===== src/sv/osn_pkg.sv =====
// Shared types, constants and helper functions of the octave simplex noise unit.
`timescale 1ns / 1ps

package osn_pkg;

    // Block dimensions
    localparam int TABLE_DEPTH = 256;
    localparam int TAB_AW      = $clog2(TABLE_DEPTH);
    localparam int MAX_OCTAVES = 8;
    localparam int COORD_BITS  = 16;
    localparam int OCT_W       = $clog2(MAX_OCTAVES + 1);

    // Fixed-point constants (Q0.16) and the integer noise gain
    localparam int SKEW_Q16   = 23988;
    localparam int UNSKEW_Q16 = 13850;
    localparam int NOISE_GAIN = 70;

    // Datapath widths
    localparam int FREQ_W  = 16 + MAX_OCTAVES - 1;      // base_scale << octave
    localparam int PX_W    = COORD_BITS + FREQ_W + 1;   // Q.16 point
    localparam int S_W     = PX_W + 1;                  // px + py and skew term
    localparam int SKP_W   = S_W + 17;                  // skew product
    localparam int CS_W    = S_W + 1;                   // px + s
    localparam int CELL_W  = CS_W - 16;                 // cell index
    localparam int TT_W    = CELL_W + 17;               // unskew term
    localparam int OW_W    = TT_W + 1;                  // wide offset sum
    // Cell offset Q.16; the rounded skew and unskew constants drift apart far
    // from the origin, so the offset can reach several million
    localparam int OFF_W   = 26;
    localparam int COFF_W  = OFF_W + 1;                 // corner offset Q.16
    localparam int SQ_W    = 2 * COFF_W;                // offset square Q.32
    localparam int TV_W    = SQ_W + 2;                  // falloff Q.32
    localparam int T2_W    = 30;
    localparam int T4_W    = 28;
    localparam int DOT_W   = COFF_W + 2;
    localparam int TM_W    = T4_W + 1 + DOT_W;          // corner term Q.48
    localparam int SUM_W   = TM_W + 2;
    localparam int SC_W    = SUM_W + 8;
    localparam int NV_W    = 30;                        // octave noise Q.20
    localparam int WT_W    = 16 + MAX_OCTAVES - 1;      // octave weight Q.15
    localparam int WP_W    = WT_W + 16;
    localparam int WSUM_W  = WT_W + 1;
    localparam int DIVR_W  = WSUM_W + 5;                // 32 * weight sum
    localparam int REM_W   = DIVR_W + 1;
    localparam int ACC_W   = NV_W + WT_W + 1 + $clog2(MAX_OCTAVES + 1);
    localparam int CNT_W   = $clog2(ACC_W + 1);
    localparam int OUT_W   = 16;
    localparam int SEL_W   = 3;

    // Input item kinds
    typedef enum logic {
        OPC_LOAD   = 1'b0,
        OPC_SAMPLE = 1'b1
    } opcode_t;

    // Configuration register indexes
    typedef enum logic [1:0] {
        REG_OCT_COUNT  = 2'd0,
        REG_ROUGHNESS  = 2'd1,
        REG_BASE_SCALE = 2'd2
    } cfg_reg_t;

    // Corner and hash step selectors
    localparam logic [SEL_W-1:0] SEL_LAST_READ   = 3'd5;
    localparam logic [SEL_W-1:0] SEL_LAST_CORNER = 3'd2;

    // Datapath operations
    typedef enum logic [4:0] {
        OP_NONE, OP_START, OP_PT, OP_SKEW, OP_CELL, OP_UNSKEW, OP_OFF,
        OP_RD, OP_CAP, OP_SQ, OP_T2, OP_T4, OP_TERM, OP_SCALE, OP_ACC,
        OP_WT, OP_DINIT, OP_DIV, OP_SIGN, OP_OUT
    } dp_op_t;

    // Controller states
    typedef enum logic [4:0] {
        ST_IDLE, ST_PT, ST_SKEW, ST_CELL, ST_UNSKEW, ST_OFF, ST_RD, ST_CAP,
        ST_SQ, ST_T2, ST_T4, ST_TERM, ST_SCALE, ST_ACC, ST_WT, ST_DINIT,
        ST_DIV, ST_SIGN, ST_DONE
    } state_t;

    typedef struct packed {
        dp_op_t           op;
        logic [SEL_W-1:0] sel;
    } osn_cmd_t;

    typedef struct packed {
        logic last_octave;
        logic div_last;
        logic out_free;
    } osn_status_t;

    // Table byte modulo twelve
    function automatic logic [3:0] mod12(input logic [7:0] v);
        logic [7:0] r;
        r = v;
        if (r >= 8'd192) r = r - 8'd192;
        if (r >= 8'd96)  r = r - 8'd96;
        if (r >= 8'd48)  r = r - 8'd48;
        if (r >= 8'd24)  r = r - 8'd24;
        if (r >= 8'd12)  r = r - 8'd12;
        return r[3:0];
    endfunction

    // Gradient x component: 2'b01 plus one, 2'b11 minus one, 2'b00 zero
    function automatic logic [1:0] grad_x(input logic [3:0] g);
        if (g < 4'd8) return g[0] ? 2'b11 : 2'b01;
        return 2'b00;
    endfunction

    // Gradient y component
    function automatic logic [1:0] grad_y(input logic [3:0] g);
        if (g < 4'd4) return g[1] ? 2'b11 : 2'b01;
        if (g < 4'd8) return 2'b00;
        return g[0] ? 2'b11 : 2'b01;
    endfunction

endpackage


===== src/sv/osn_ctrl.sv =====
// Sequencer that steps the noise datapath through octaves, corners and the divide.
`timescale 1ns / 1ps

module osn_ctrl (
    input  logic                 aclk,
    input  logic                 aresetn,
    input  logic                 s_tvalid,
    input  logic                 s_tuser,
    input  osn_pkg::osn_status_t status,
    output logic                 s_tready,
    output osn_pkg::osn_cmd_t    cmd
);
    import osn_pkg::*;

    state_t           state_reg, state_next;
    logic [SEL_W-1:0] sel_reg, sel_next;

    // State and selector registers
    always_ff @(posedge aclk) begin
        if (!aresetn) begin
            state_reg <= ST_IDLE;
            sel_reg   <= '0;
        end else begin
            state_reg <= state_next;
            sel_reg   <= sel_next;
        end
    end

    // Next state
    always_comb begin
        state_next = state_reg;
        sel_next   = sel_reg;
        unique case (state_reg)
            ST_IDLE:   if (s_tvalid && s_tuser == OPC_SAMPLE) state_next = ST_PT;
            ST_PT:     state_next = ST_SKEW;
            ST_SKEW:   state_next = ST_CELL;
            ST_CELL:   state_next = ST_UNSKEW;
            ST_UNSKEW: state_next = ST_OFF;
            ST_OFF: begin
                state_next = ST_RD;
                sel_next   = '0;
            end
            ST_RD:     state_next = ST_CAP;
            ST_CAP: begin
                if (sel_reg == SEL_LAST_READ) begin
                    state_next = ST_SQ;
                    sel_next   = '0;
                end else begin
                    state_next = ST_RD;
                    sel_next   = sel_reg + 1'b1;
                end
            end
            ST_SQ:     state_next = ST_T2;
            ST_T2:     state_next = ST_T4;
            ST_T4:     state_next = ST_TERM;
            ST_TERM: begin
                if (sel_reg == SEL_LAST_CORNER) begin
                    state_next = ST_SCALE;
                end else begin
                    state_next = ST_SQ;
                    sel_next   = sel_reg + 1'b1;
                end
            end
            ST_SCALE:  state_next = ST_ACC;
            ST_ACC:    state_next = ST_WT;
            ST_WT:     state_next = status.last_octave ? ST_DINIT : ST_PT;
            ST_DINIT:  state_next = ST_DIV;
            ST_DIV:    if (status.div_last) state_next = ST_SIGN;
            ST_SIGN:   state_next = ST_DONE;
            ST_DONE:   if (status.out_free) state_next = ST_IDLE;
            default:   state_next = ST_IDLE;
        endcase
    end

    // Outputs
    always_comb begin
        cmd.sel  = sel_reg;
        cmd.op   = OP_NONE;
        s_tready = 1'b0;
        unique case (state_reg)
            ST_IDLE: begin
                s_tready = 1'b1;
                if (s_tvalid && s_tuser == OPC_SAMPLE) cmd.op = OP_START;
            end
            ST_PT:     cmd.op = OP_PT;
            ST_SKEW:   cmd.op = OP_SKEW;
            ST_CELL:   cmd.op = OP_CELL;
            ST_UNSKEW: cmd.op = OP_UNSKEW;
            ST_OFF:    cmd.op = OP_OFF;
            ST_RD:     cmd.op = OP_RD;
            ST_CAP:    cmd.op = OP_CAP;
            ST_SQ:     cmd.op = OP_SQ;
            ST_T2:     cmd.op = OP_T2;
            ST_T4:     cmd.op = OP_T4;
            ST_TERM:   cmd.op = OP_TERM;
            ST_SCALE:  cmd.op = OP_SCALE;
            ST_ACC:    cmd.op = OP_ACC;
            ST_WT:     cmd.op = OP_WT;
            ST_DINIT:  cmd.op = OP_DINIT;
            ST_DIV:    cmd.op = OP_DIV;
            ST_SIGN:   cmd.op = OP_SIGN;
            ST_DONE:   if (status.out_free) cmd.op = OP_OUT;
            default:   cmd.op = OP_NONE;
        endcase
    end

endmodule


===== config.mk =====
export PLATFORM = sky130hd
export DESIGN_NAME = osn_ctrl
export DESIGN_NICKNAME = d
export VERILOG_FILES = /design/src/sv/osn_pkg.sv /design/src/sv/osn_ctrl.sv
export SDC_FILE = /design/constraint.sdc
export NUM_CORES = 1
export LEC_CHECK = 0
export ABC_CLOCK_PERIOD_IN_PS = 2690
export BUFFER_PORTS_ARGS = -buffer_cell sky130_fd_sc_hd__buf_2
export CAP_MARGIN = 20
export CORE_MARGIN = 3
export CORE_UTILIZATION = 56
export CTS_BUF_LIST = sky130_fd_sc_hd__clkbuf_16
export CTS_CLUSTER_SIZE = 30
export DETAILED_ROUTE_END_ITERATION = 12
export HOLD_SLACK_MARGIN = 0.15
export PLACE_DENSITY = 0.8
export SYNTH_ARGS = -nofsm -noshare
export SYNTH_HDL_FRONTEND = slang
export SYNTH_SLANG_ARGS = --single-unit
export TNS_END_PERCENT = 10

===== constraint.sdc =====
create_clock -name aclk -period 2.69 [get_ports aclk]
set_input_delay 0.807 -clock aclk [delete_from_list [all_inputs] [get_ports aclk]]
set_output_delay 0.807 -clock aclk [all_outputs]
set_load 0.1 [all_outputs]

Word-level counts from Yosys, hierarchy flattened
Cells that the tools add are included.
{ "op_classes": {"add_sub_neg": 1, "eq_ne": 24, "muxes": 14, "n_reduce_logical": 5} }
{ "op_table": {"columns": ["op", "n"], "rows": [
  ["$pmux 5 s19", 2],
  ["$eq 5x4->1 const B", 8],
  ["$eq 5x3->1 const B", 4],
  ["$mux 5", 4],
  ["$eq 5x5->1 const B", 3],
  ["$eq 5x2->1 const B", 2],
  ["$mux 3", 3],
  ["$pmux 3 s3", 1],
  ["$mux 4", 2],
  ["$ne 2x2->1 const B", 4],
  ["$eq 5x1->1 const B", 1],
  ["$logic_not 5->1", 1],
  ["$add 3x1->3 const B", 1],
  ["$eq 3x2->1 const B", 1],
  ["$eq 3x3->1 const B", 1],
  ["$reduce_and 3->1", 1],
  ["$reduce_bool 3->1", 1],
  ["$mux 1", 2],
  ["$reduce_and 2->1", 1],
  ["$logic_and 1x1->1", 1]
]} }
{ "totals": {"ff_bits": 8, "input_bits": 7, "output_inout_bits": 9, "wordCells": 46} }

Logic depth before layout (Yosys ltp)
Gate-level depths: netlist (run 1).
{ "depth": {"word_depth": 3, "depth_mapped": 6, "depth_no_buf": 6} }

Worst setup path before layout (run 1)
OpenSTA, ideal clock, no wires.
{ "synth_timing": {"path_kind": "input port to output port", "start": "input port status[0] in the netlist's numbering", "end": "output port cmd[3] in the netlist's numbering", "arrival_ps": 3175, "t_required_ps": 1883, "path_slack_ps": -1292, "path_stages": 2, "path_buffers": 0, "path_cell_list": "o21ai_1 a221oi_1"} }
{ "synth_lines": {"columns": ["element", "line_no", "rtl"], "rows": [
  ["start, declared", "osn_ctrl.sv:9", "input osn_pkg::osn_status_t status,"],
  ["end, declared", "osn_ctrl.sv:11", "output osn_pkg::osn_cmd_t cmd"]
]} }

Worst setup path after layout (run 1)
{ "layout_timing": {"start": "register state_reg[3]", "end": "output port s_tready"} }
{ "layout_between": {"elab_chain_len": 2} }
{ "layout_rtl": {"columns": ["element", "line_no", "rtl"], "rows": [
  ["start, declared", "osn_ctrl.sv:15", "state_t state_reg, state_next;"],
  ["start signal, assigned", "osn_ctrl.sv:24", "state_reg <= state_next;"],
  ["$logic_not 5->1", "osn_ctrl.sv:80", "unique case (state_reg)"],
  ["$mux 1", "osn_ctrl.sv:80", null],
  ["end, declared", "osn_ctrl.sv:10", "output logic s_tready,"]
]} }
No other way between the ends.

==> results.md, run 1 <==
* Height of the die at 43.1 um
* FF-to-FF Start: sel_reg[0]$_SDFFE_PN0P_
* Hold Path Cell Cnt at 2
* Clock-pin slew of the registers on the worst-case setup and hold paths at 0.04 ns
* Final instance area at 987 um2
* Antenna fix cells at 0
* Register area at 161 um2
* Cell type group with the largest total delay on the critical path: simple AND/OR/NAND/NOR gates
* Sort of element at the start of the critical path: flip-flop
* Worst min-delay path startpoint: sel_reg[0]$_SDFFE_PN0P_
* Final min period at 2.45 ns
* Crit Reg-Reg Endpoint: sel_reg[2]$_SDFFE_PN0P_
* Router iterations before antenna repair at 4
* Number of failing hold endpoints at the final stage at 0
* RSZ-0062 raised after global routing: no
* Wire per inst at 15.4 um
* Area occupied by multi-input gates at 557 um2
* Average cell area after synthesis at 7.69 um2
* Flop2flop setup slack at 0.97 ns
* CTS hold repair buffers at 0
* Via count of the first global-routing pass at 696
* Placeable core region at 0.00120 mm2
* Quantity of I/O buffers inserted on ports at 15
* X dimension of the die at 43.1 um
* Starting density of the core at 64.1%
* Clock sink count at 8
* Number of buffers inserted during clock tree synthesis at 3
* Cell type with the largest total area after synthesis: sky130_fd_sc_hd__dfxtp_1
* DIE AREA at 0.00186 mm2
* Yosys warning count at 0
* Series of cell instances along the critical path: or2_1 > nor4_2 > buf_2
* Buffers from clock root to sink, at most at 2
* Global-route wire length before repair at 3260 um
* Clock insertion delay at the later pin of the skew report at 0.23 ns
* Synth-to-layout area growth at 28.3%
* Status: finished clean
* Io pins at 16
* Global-route congestion overflow total at 0
* Final cell count without fillers at 129
* Max Cap Viol at 0
* Via/cell ratio at 6.37
* Post-Place Cells at 126
* Worst hold endpoint: sel_reg[0]$_SDFFE_PN0P_
* Synth area leaders: sky130_fd_sc_hd__dfxtp_1 21%, sky130_fd_sc_hd__nand2_1 5.4%, sky130_fd_sc_hd__ha_1 4.9%
* Start-to-end type of the worst setup path: flip-flop to output port
* Final wirelength at 1990 um
* Share of the synthesized area in the top cell type at 20.8%
* GRT Overall Usage at 23.0%
* Most frequent cells after synthesis: 11 x sky130_fd_sc_hd__nand2_1, 8 x sky130_fd_sc_hd__dfxtp_1, 6 x sky130_fd_sc_hd__inv_1, 6 x sky130_fd_sc_hd__nand3_1
* Fill cell count at 83
* Normalized max-slew margin at 67.5%
* Final count of pins violating max slew at 0
* Power per cell area at 618 mW/mm2
* Final Total Pwr at 610 uW
* Launch point of the worst path: state_reg[3]$_SDFFE_PN0P_
* EDFF count, synth at 0
* Post-synthesis sequential area ratio at 20.8%
* Slew at the pin with the worst max-slew slack at 0.491 ns
* Distinct cells, synth at 42
* WHS at 0.532 ns
* Final HPWL DP at 1420 um
* Count of buffer and inverter cells on the critical path at 1
* Flip-flop count of the largest register after layout at 5
* Data required time of the critical path at 1.88 ns
* Tcrit/Tclk final at 91.1%
* Worst hold path type: flip-flop to flip-flop
* Arrival time reported for the critical path endpoint at 1.64 ns
* Worst path max stage delay at 0.49 ns
* Global placer's final weighted congestion at 0.797
* Worst-case setup slack after placement at 0.305 ns
* Critical Path Slowest Stage Cell: sky130_fd_sc_hd__buf_2
* Synthesized netlist cell count at 100
* Row count at 12
* Number of antenna violations at the first check in global routing at 0
* Deepest level of the CTS H-tree at 1
* Detailed-route DRC error count at 0
* Worst VDD drop at 0.000494 V
* Worst r2r path cells at 6
* Number of nets in the layout at 127
* Antenna Nets Post-Route at 0
* Ys async rst share at 0%
* CTS tree: done
* Cell area after placement at 911 um2
* Mapped Area at 769 um2
* Maximum frequency from static timing analysis at 0.408 GHz
* Largest net degree at the start of global routing at 17
* Syn_nets at 110
* Max Clock Skew at 0.00131 ns
* Maximum net fanout on the critical path at 7
* Most frequently used cell type in the post-synthesis netlist: sky130_fd_sc_hd__nand2_1
* CP endpoint kind: output port
* Commonest register cell after synthesis: sky130_fd_sc_hd__dfxtp_1
* Setup Viol. Count Final at 0
* Final worst slack at 0.240 ns
* Number of register bits inferred by synthesis at 8
* Setup bufs post-CTS at 0
* Ratio of cells with drive above 1 in the final layout at 27.8%
* Initial drt markers at 40
* Clock tree root buffer cell: sky130_fd_sc_hd__clkbuf_16
* Routed via count at 822
* Leakage component of the power at 0.405 nW
final cells by class:
class	instances	area share, %
Multi-Input combinational cell	78	56.4
Sequential cell	8	16.3
Timing Repair Buffer	19	15.2
Clock buffer	3	7.60
Inverter	7	2.66
Tap cell	14	1.77
power by group:
part | switching [mW] | total, mW | internal [mW]
combinational | 0.147 | 0.214 | 0.0676
sequential | 0.0180 | 0.143 | 0.125
clock | 0.0607 | 0.253 | 0.192
total | 0.225 | 0.610 | 0.385
how the worst max path moves through the flow:
| stage | end | cells past startpoint | slack [ns] |
|---|---|---|---|
| 6_report | s_tready | 3 | 0.24 |
| 5_1_grt | cmd[6] | 4 | 0.14 |
| 2_1_floorplan | s_tready | 2 | -0.42 |
| 3_5_place_dp | cmd[3] | 4 | 0.31 |
| 4_1_cts | cmd[6] | 4 | 0.10 |
| 3_3_place_gp | cmd[3] | 4 | 0.34 |
worst register-to-register path, stage by stage, from the launching register on:
cell,delay (ns)
sky130_fd_sc_hd__dfxtp_1,0.39
sky130_fd_sc_hd__inv_1,0.08
sky130_fd_sc_hd__ha_1,0.25
sky130_fd_sc_hd__nor2b_1,0.20
sky130_fd_sc_hd__o31ai_4,0.31
sky130_fd_sc_hd__o31ai_1,0.12
sky130_fd_sc_hd__a32o_1,0.26
timing repair:
item                                    4_1_cts  5_1_grt
endpoints found under the setup margin        0        1
hold endpoints to repair                      0        0
gates resized for setup                       0        1
through the flow:
stage	setup TNS, ns	utilization, %
after floorplan	-1.30	-
after global placement	0	75.8
after detailed placement	0	75.8
after CTS	0	82.1
after global routing	0	82.2
final	0	82.2
routing by layer:
| metal | vias to the layer above | wire length (um) | global-route usage (%) |
|---|---|---|---|
| li1 | 396 | - | - |
| met1 | 384 | 844 | 31.1 |
| met2 | 36 | 938 | 34.7 |
| met3 | 6 | 163 | 4.24 |
| met4 | 0 | 40 | 10.8 |
| met5 | - | 0 | 0 |
placed cells by master (no fill, tap or decap), types with 3 or more instances in the layout:
cell                        synthesis  routed
sky130_fd_sc_hd__clkbuf_16          0       3
sky130_fd_sc_hd__buf_2              2      12
sky130_fd_sc_hd__ha_1               3       3
sky130_fd_sc_hd__nor2_1             5       5
sky130_fd_sc_hd__nor2b_1            3       3
sky130_fd_sc_hd__nor3_1             4       4
sky130_fd_sc_hd__inv_1              6       6
sky130_fd_sc_hd__buf_12             0       3
sky130_fd_sc_hd__buf_4              0       4
sky130_fd_sc_hd__o21ai_1            3       3
sky130_fd_sc_hd__a21oi_1            5       4
sky130_fd_sc_hd__o21ai_0            5       5
sky130_fd_sc_hd__nand2_1           11      11
sky130_fd_sc_hd__dfxtp_1            8       7
sky130_fd_sc_hd__nand3_1            6       6
cell families (layout without fill, tap and decap cells):
group / after synthesis / count (layout) / synth area share, %
adders and majority gates: 3 / 3 / 4.88
xor gates and xnor gates: 3 / 3 / 3.42
buffers and inverters: 14 / 29 / 8.13
and+or+nand+nor: 42 / 42 / 32.2
DFF: 8 / 8 / 20.8
AOI/OAI and AO/OA: 30 / 30 / 30.6
No activity file was read; power rests on OpenSTA's default activity.
==> inputs of run 2 (changes only) <==
ABC_AREA = 1   (was default)
CORE_UTILIZATION = 57   (was 56)
PLACE_DENSITY = 0.81   (was 0.8)
==> run 2 against run 1 <==
  * Clock power about the same
  * Synthesized area up 4.7%
  * Clock skew down 0.00061 ns
  * Flip-flop and latch count unchanged
  * Design area up 3.8%
  * Clock-buffer cell count unchanged
  * Fmax down 4.3%
  * Via count up 23%
  * Global-route usage up 6.5 points
==> results.md, run 2 <==
* FF-to-FF Start: state_reg[3]$_SDFFE_PN0P_
* Placeable core region at 0.00122 mm2
* Clock-pin slew of the registers on the worst-case setup and hold paths at 0.04 ns
* Arrival time reported for the critical path endpoint at 1.75 ns
* Start-to-end type of the worst setup path: flip-flop to output port
* Final count of pins violating max slew at 0
* Max Cap Viol at 0
* Clock insertion delay at the later pin of the skew report at 0.23 ns
* Maximum net fanout on the critical path at 6
* Final min period at 2.56 ns
* Via/cell ratio at 5.91
* Most frequent cells after synthesis: 34 x sky130_fd_sc_hd__nand2_1, 27 x sky130_fd_sc_hd__nor2_1, 19 x sky130_fd_sc_hd__inv_1
* Starting density of the core at 66.3%
* Post-synthesis sequential area ratio at 19.9%
* Normalized max-slew margin at 67.5%
* Worst hold path type: flip-flop to flip-flop
* Height of the die at 43.6 um
* Routed via count at 1010
* Crit Reg-Reg Endpoint: sel_reg[0]$_SDFFE_PN0P_
* Commonest register cell after synthesis: sky130_fd_sc_hd__dfxtp_1
* Leakage component of the power at 0.552 nW
* Number of antenna violations at the first check in global routing at 0
* Global-route wire length before repair at 4260 um
* Setup bufs post-CTS at 0
* Clock tree root buffer cell: sky130_fd_sc_hd__clkbuf_16
* Worst-case setup slack after placement at 0.246 ns
* Final wirelength at 2430 um
* Synthesized netlist cell count at 140
* Status: finished clean
* X dimension of the die at 43.6 um
* CTS tree: done
* Flip-flop count of the largest register after layout at 5
* CTS hold repair buffers at 0
* Deepest level of the CTS H-tree at 1
* Maximum frequency from static timing analysis at 0.390 GHz
* Power per cell area at 1330 mW/mm2
* Io pins at 16
* Highest-count cells in the layout ignoring fill and taps: 34 x sky130_fd_sc_hd__nand2_1, 27 x sky130_fd_sc_hd__nor2_1, 19 x sky130_fd_sc_hd__inv_1, 16 x sky130_fd_sc_hd__nand3_1, 10 x sky130_fd_sc_hd__buf_2
* Clock sink count at 8
* Row count at 12
* Number of failing hold endpoints at the final stage at 0
* Slew at the pin with the worst max-slew slack at 0.491 ns
* Number of buffers inserted during clock tree synthesis at 3
* Max Clock Skew at 0.000701 ns
* Share of the synthesized area in the top cell type at 19.9%
* Number of nets in the layout at 169
* Critical path's most frequent cell: sky130_fd_sc_hd__nor2_1
* Critical Path Slowest Stage Cell: sky130_fd_sc_hd__dfxtp_1
* CP endpoint kind: output port
* Flop2flop setup slack at 1.20 ns
* Initial drt markers at 46
* Ratio of cells with drive above 1 in the final layout at 19.7%
* Number of register bits inferred by synthesis at 8
* Most frequently used cell type in the post-synthesis netlist: sky130_fd_sc_hd__nand2_1
* Synth-to-layout area growth at 27.2%
* Router iterations before antenna repair at 4
* Worst path max stage delay at 0.38 ns
* Data required time of the critical path at 1.88 ns
* Yosys warning count at 0
* Global placer's final weighted congestion at 0.960
* Via count of the first global-routing pass at 943
* Cell type with the largest total area after synthesis: sky130_fd_sc_hd__dfxtp_1
* Antenna Nets Post-Route at 0
* Most common cell after layout, fill and taps aside: sky130_fd_sc_hd__nand2_1
* Setup Viol. Count Final at 0
* Final instance area at 0.00102 mm2
* Hold Path Cell Cnt at 2
* Ys async rst share at 0%
* Detailed-route DRC error count at 0
* Syn_nets at 150
* RSZ-0062 raised after global routing: no
* Synth area leaders: sky130_fd_sc_hd__dfxtp_1 20%, sky130_fd_sc_hd__nand2_1 16%, sky130_fd_sc_hd__nor2_1 13%
* Global-route congestion overflow total at 0
* Cell area after placement at 943 um2
* Largest net degree at the start of global routing at 9
* Series of cell instances along the critical path: nor2_1 > nand3_2 > o211ai_1 > nor2_1 > nand2_1 > clkbuf_4
* Worst VDD drop at 0.00158 V
* Worst min-delay path startpoint: sel_reg[1]$_SDFFE_PN0P_
* GRT Overall Usage at 29.4%
* Wire per inst at 14.2 um
* Average cell area after synthesis at 5.76 um2
* Buffers from clock root to sink, at most at 2
* Worst r2r path cells at 7
* Mapped Area at 806 um2
* Distinct cells, synth at 22
* Worst hold endpoint: sel_reg[1]$_SDFFE_PN0P_
* Quantity of I/O buffers inserted on ports at 15
* Sort of element at the start of the critical path: flip-flop
* Tcrit/Tclk final at 95.2%
* Antenna fix cells at 0
* Final HPWL DP at 1710 um
* DIE AREA at 0.00190 mm2
* EDFF count, synth at 0
* Final worst slack at 0.129 ns
-- run 2: changes by cell type in the layout (fill, tap and decap cells not counted), sizes merged, moves of 3 or more --
cell / delta
nand2: +26
nor2: +26
inv: +14
nand3: +12
o21ai: -6
buf: -5
nor2b: -3
-- run 2: worst max-delay path, delay by kind of cell (launching register included) --
kind / cells / cell delay, ns
compound gates: 1 / 0.16
simple gates: 4 / 0.66
buf+inv: 1 / 0.32
flops: 1 / 0.38
-- run 2: metal layers --
metal  vias to the layer above  GRT usage, %  routed length, um
li1                        486             -                  -
met1                       460          38.2                999
met2                        55          48.8               1220
met3                         9          4.15                160
met4                         0          10.8                 54
met5                         -             0                  0
-- run 2: logic make-up after synthesis --
family / after synthesis / share of synthesized area, %
AOI/OAI and AO/OA: 12 / 8.39
xor gates and xnor gates: 1 / 1.09
adders and majority gates: 3 / 4.66
buffers and inverters: 22 / 11.2
and+or+nand+nor: 94 / 54.8
DFF: 8 / 19.9
-- run 2: worst max path at each step --
stage | endpoint | slack (ns) | depth (start not counted) | startpoint
after floorplan | cmd[3] | -0.21 | 6 | state_reg[0]$_SDFFE_PN0P_
after global placement | cmd[6] | 0.29 | 7 | state_reg[0]$_SDFFE_PN0P_
after CTS | cmd[5] | 0.03 | 7 | state_reg[0]$_SDFFE_PN0P_
after global routing | cmd[5] | 0.001 | 6 | state_reg[1]$_SDFFE_PN0P_
final | cmd[5] | 0.13 | 6 | state_reg[1]$_SDFFE_PN0P_
after detailed placement | cmd[6] | 0.25 | 7 | state_reg[0]$_SDFFE_PN0P_
-- run 2: what timing repair did --
action                                  CTS  global route
pin swaps                                 0             0
endpoints found under the hold margin     0             0
cloned                                    0             0
endpoints found under the setup margin    1             2
gates resized for setup                   1             2
-- run 2: layout make-up --
| class | count | area, um2 |
|---|---|---|
| fillers | 72 | 191 |
| inverters | 21 | 78.8 |
| flip-flops and latches | 8 | 161 |
| repair buffers | 15 | 125 |
| well taps | 14 | 17.5 |
| multi-input cells | 110 | 567 |
| clock buffers | 3 | 75.1 |
-- run 2: where the power goes --
| part | internal [mW] | switching [mW] |
|---|---|---|
| clock | 0.192 | 0.0600 |
| combinational | 0.252 | 0.669 |
| sequential | 0.142 | 0.0474 |
-- run 2: stage by stage --
stage | hold WS [ns] | power [mW] | utilization (%) | setup TNS [ns] | instances
global placement | 0.536 | 1.08 | 77.6 | 0 | 168
floorplan | 0.650 | 0.850 | - | -0.207 | 140
detailed placement | 0.534 | 1.09 | 77.6 | 0 | 168
CTS | 0.549 | 1.35 | 84.0 | 0 | 171
global route | 0.589 | 1.42 | 84.3 | 0 | 171
finish | 0.550 | 1.36 | 84.3 | 0 | 171
==> inputs of run 3 (changes only) <==
--- a/config.mk
+++ b/config.mk
@@ -16,2 +16,3 @@
 export DETAILED_ROUTE_END_ITERATION = 12
+export GPL_ROUTABILITY_DRIVEN = 0
 export HOLD_SLACK_MARGIN = 0.15
--- a/constraint.sdc
+++ b/constraint.sdc
@@ -3,2 +3,2 @@
 set_output_delay 0.807 -clock aclk [all_outputs]
-set_load 0.1 [all_outputs]
+set_load 0.01 [all_outputs]
==> run 3 against run 2 <==
  * Design area decreased by 6.1%
  * Critical path type unchanged
  * Die area stayed put
  * Via count fell by 3.6%
  * Total power down 38%
  * Highest routed layer unchanged
  * Wire length down 14%
  * Combinational power down 56%
  * Critical path depth stayed put
==> results.md, run 3 (synthesis gave the netlist of run 2 again) <==
* X dimension of the die at 43.6 um
* Number of antenna violations at the first check in global routing at 0
* Final min period at 2.41 ns
* Largest net degree at the start of global routing at 9
* Worst-case setup slack after placement at 0.537 ns
* Via count of the first global-routing pass at 852
* Final wirelength at 2090 um
* Slew at the pin with the worst max-slew slack at 0.395 ns
* Worst hold path type: flip-flop to flip-flop
* Area occupied by multi-input gates at 556 um2
* Max Clock Skew at 0.000680 ns
* Arrival time reported for the critical path endpoint at 1.60 ns
* Leakage component of the power at 0.535 nW
* Tcrit/Tclk final at 89.7%
* Number of failing hold endpoints at the final stage at 0
* Clock tree root buffer cell: sky130_fd_sc_hd__clkbuf_16
* Number of buffers inserted during clock tree synthesis at 3
* Power per cell area at 873 mW/mm2
* Quantity of I/O buffers inserted on ports at 15
* Clock-pin slew of the registers on the worst-case setup and hold paths at 0.04 ns
* Hold Path Cell Cnt at 2
* DIE AREA at 0.00190 mm2
* WHS at 0.557 ns
* Routed via count at 974
* FF-to-FF Start: state_reg[0]$_SDFFE_PN0P_
* Flop2flop setup slack at 1.17 ns
* Most common cell after layout, fill and taps aside: sky130_fd_sc_hd__nand2_1
* Status: finished clean
* Starting density of the core at 66.3%
* Via/cell ratio at 5.70
* Synth-to-layout area growth at 19.4%
* Setup bufs post-CTS at 0
* GRT Overall Usage at 24.3%
* Final worst slack at 0.278 ns
* Sum of negative setup slack at 0 ns
* Start-to-end type of the worst setup path: flip-flop to output port
* Maximum net fanout on the critical path at 6
* Fill cell count at 90
* Placeable core region at 0.00122 mm2
* Worst VDD drop at 0.000914 V
* Global-route congestion overflow total at 0
* Wire per inst at 12.2 um
* Deepest level of the CTS H-tree at 1
* Flip-flop count of the largest register after layout at 5
* Io pins at 16
* Worst hold endpoint: sel_reg[1]$_SDFFE_PN0P_
* Final Total Pwr at 840 uW
* Maximum frequency from static timing analysis at 0.415 GHz
* CTS hold repair buffers at 0
* Antenna fix cells at 0
* Detailed-route DRC error count at 0
* Global-route wire length before repair at 3610 um
* Number of nets in the layout at 169
* CTS tree: done
* Worst r2r path cells at 7
* Setup Viol. Count Final at 0
* Final count of pins violating max slew at 0
* RSZ-0062 raised after global routing: no
* Clock sink count at 8
* Data required time of the critical path at 1.88 ns
* Normalized max-slew margin at 73.6%
* CP endpoint kind: output port
* Max Cap Viol at 0
* Sort of element at the start of the critical path: flip-flop
* Worst min-delay path startpoint: sel_reg[1]$_SDFFE_PN0P_
* Count of cells resized by post-cts repair at 0
* Height of the die at 43.6 um
* Crit Reg-Reg Endpoint: state_reg[1]$_SDFFE_PN0P_
* Register area at 160 um2
* Buffers from clock root to sink, at most at 2
* Antenna Nets Post-Route at 0
* Final HPWL DP at 1620 um
* Clock insertion delay at the later pin of the skew report at 0.23 ns
* Router iterations before antenna repair at 4
* Ratio of cells with drive above 1 in the final layout at 18.5%
* Highest-count cells in the layout ignoring fill and taps: 34 x sky130_fd_sc_hd__nand2_1, 27 x sky130_fd_sc_hd__nor2_1, 19 x sky130_fd_sc_hd__inv_1, 16 x sky130_fd_sc_hd__nand3_1, 15 x sky130_fd_sc_hd__buf_2
* Row count at 12
* Initial drt markers at 43
## run 3: how the worst max path moves through the flow
stage | from | slack (ns) | cells after the start | end
after global placement | state_reg[1]$_SDFFE_PN0P_ | 0.53 | 6 | cmd[5]
after global routing | state_reg[2]$_SDFFE_PN0P_ | 0.09 | 7 | cmd[5]
final | state_reg[1]$_SDFFE_PN0P_ | 0.28 | 6 | cmd[5]
after floorplan | status[0] | 0.79 | 2 | cmd[3]
after CTS | state_reg[1]$_SDFFE_PN0P_ | 0.29 | 6 | cmd[5]
after detailed placement | state_reg[1]$_SDFFE_PN0P_ | 0.54 | 6 | cmd[5]
## run 3: per-stage QoR
| step | util (%) | instance area [um2] | instances |
|---|---|---|---|
| after global routing | 79.1 | 962 | 171 |
| after global placement | 72.9 | 887 | 168 |
| final | 79.1 | 962 | 171 |
| after detailed placement | 72.9 | 887 | 168 |
| after floorplan | - | 806 | 140 |
| after CTS | 79.1 | 962 | 171 |
## run 3: cell type report
class | instances | area share, %
multi-input cells | 110 | 57.7
well taps | 14 | 1.82
flip-flops and latches | 8 | 16.6
clock buffers | 3 | 7.80
repair buffers | 15 | 7.80
inverters | 21 | 8.19
## run 3: metal layers
metal	vias to the layer above	wire [um]	GRT usage, %	part of all wire [%]
met3	6	153	2.90	7.3
met1	427	968	33.3	46
li1	487	-	-	-
met4	0	38	10.2	1.8
met5	-	0	0	0
met2	54	927	37.8	44
## run 3: report_power, final
group,internal [mW],switching [mW],total (mW)
sequential,0.141,0.0483,0.189
clock,0.191,0.0552,0.247
combinational,0.139,0.266,0.405
total,0.471,0.369,0.840
## run 3: worst max-delay path, stage by stage, from the launching register on
cell and delay, ns:
sky130_fd_sc_hd__dfxtp_1 0.38, sky130_fd_sc_hd__nor2_1 0.36, sky130_fd_sc_hd__nand3_2 0.21, sky130_fd_sc_hd__o211ai_1 0.18
sky130_fd_sc_hd__nor2_1 0.07, sky130_fd_sc_hd__nand2_1 0.06, sky130_fd_sc_hd__buf_2 0.12
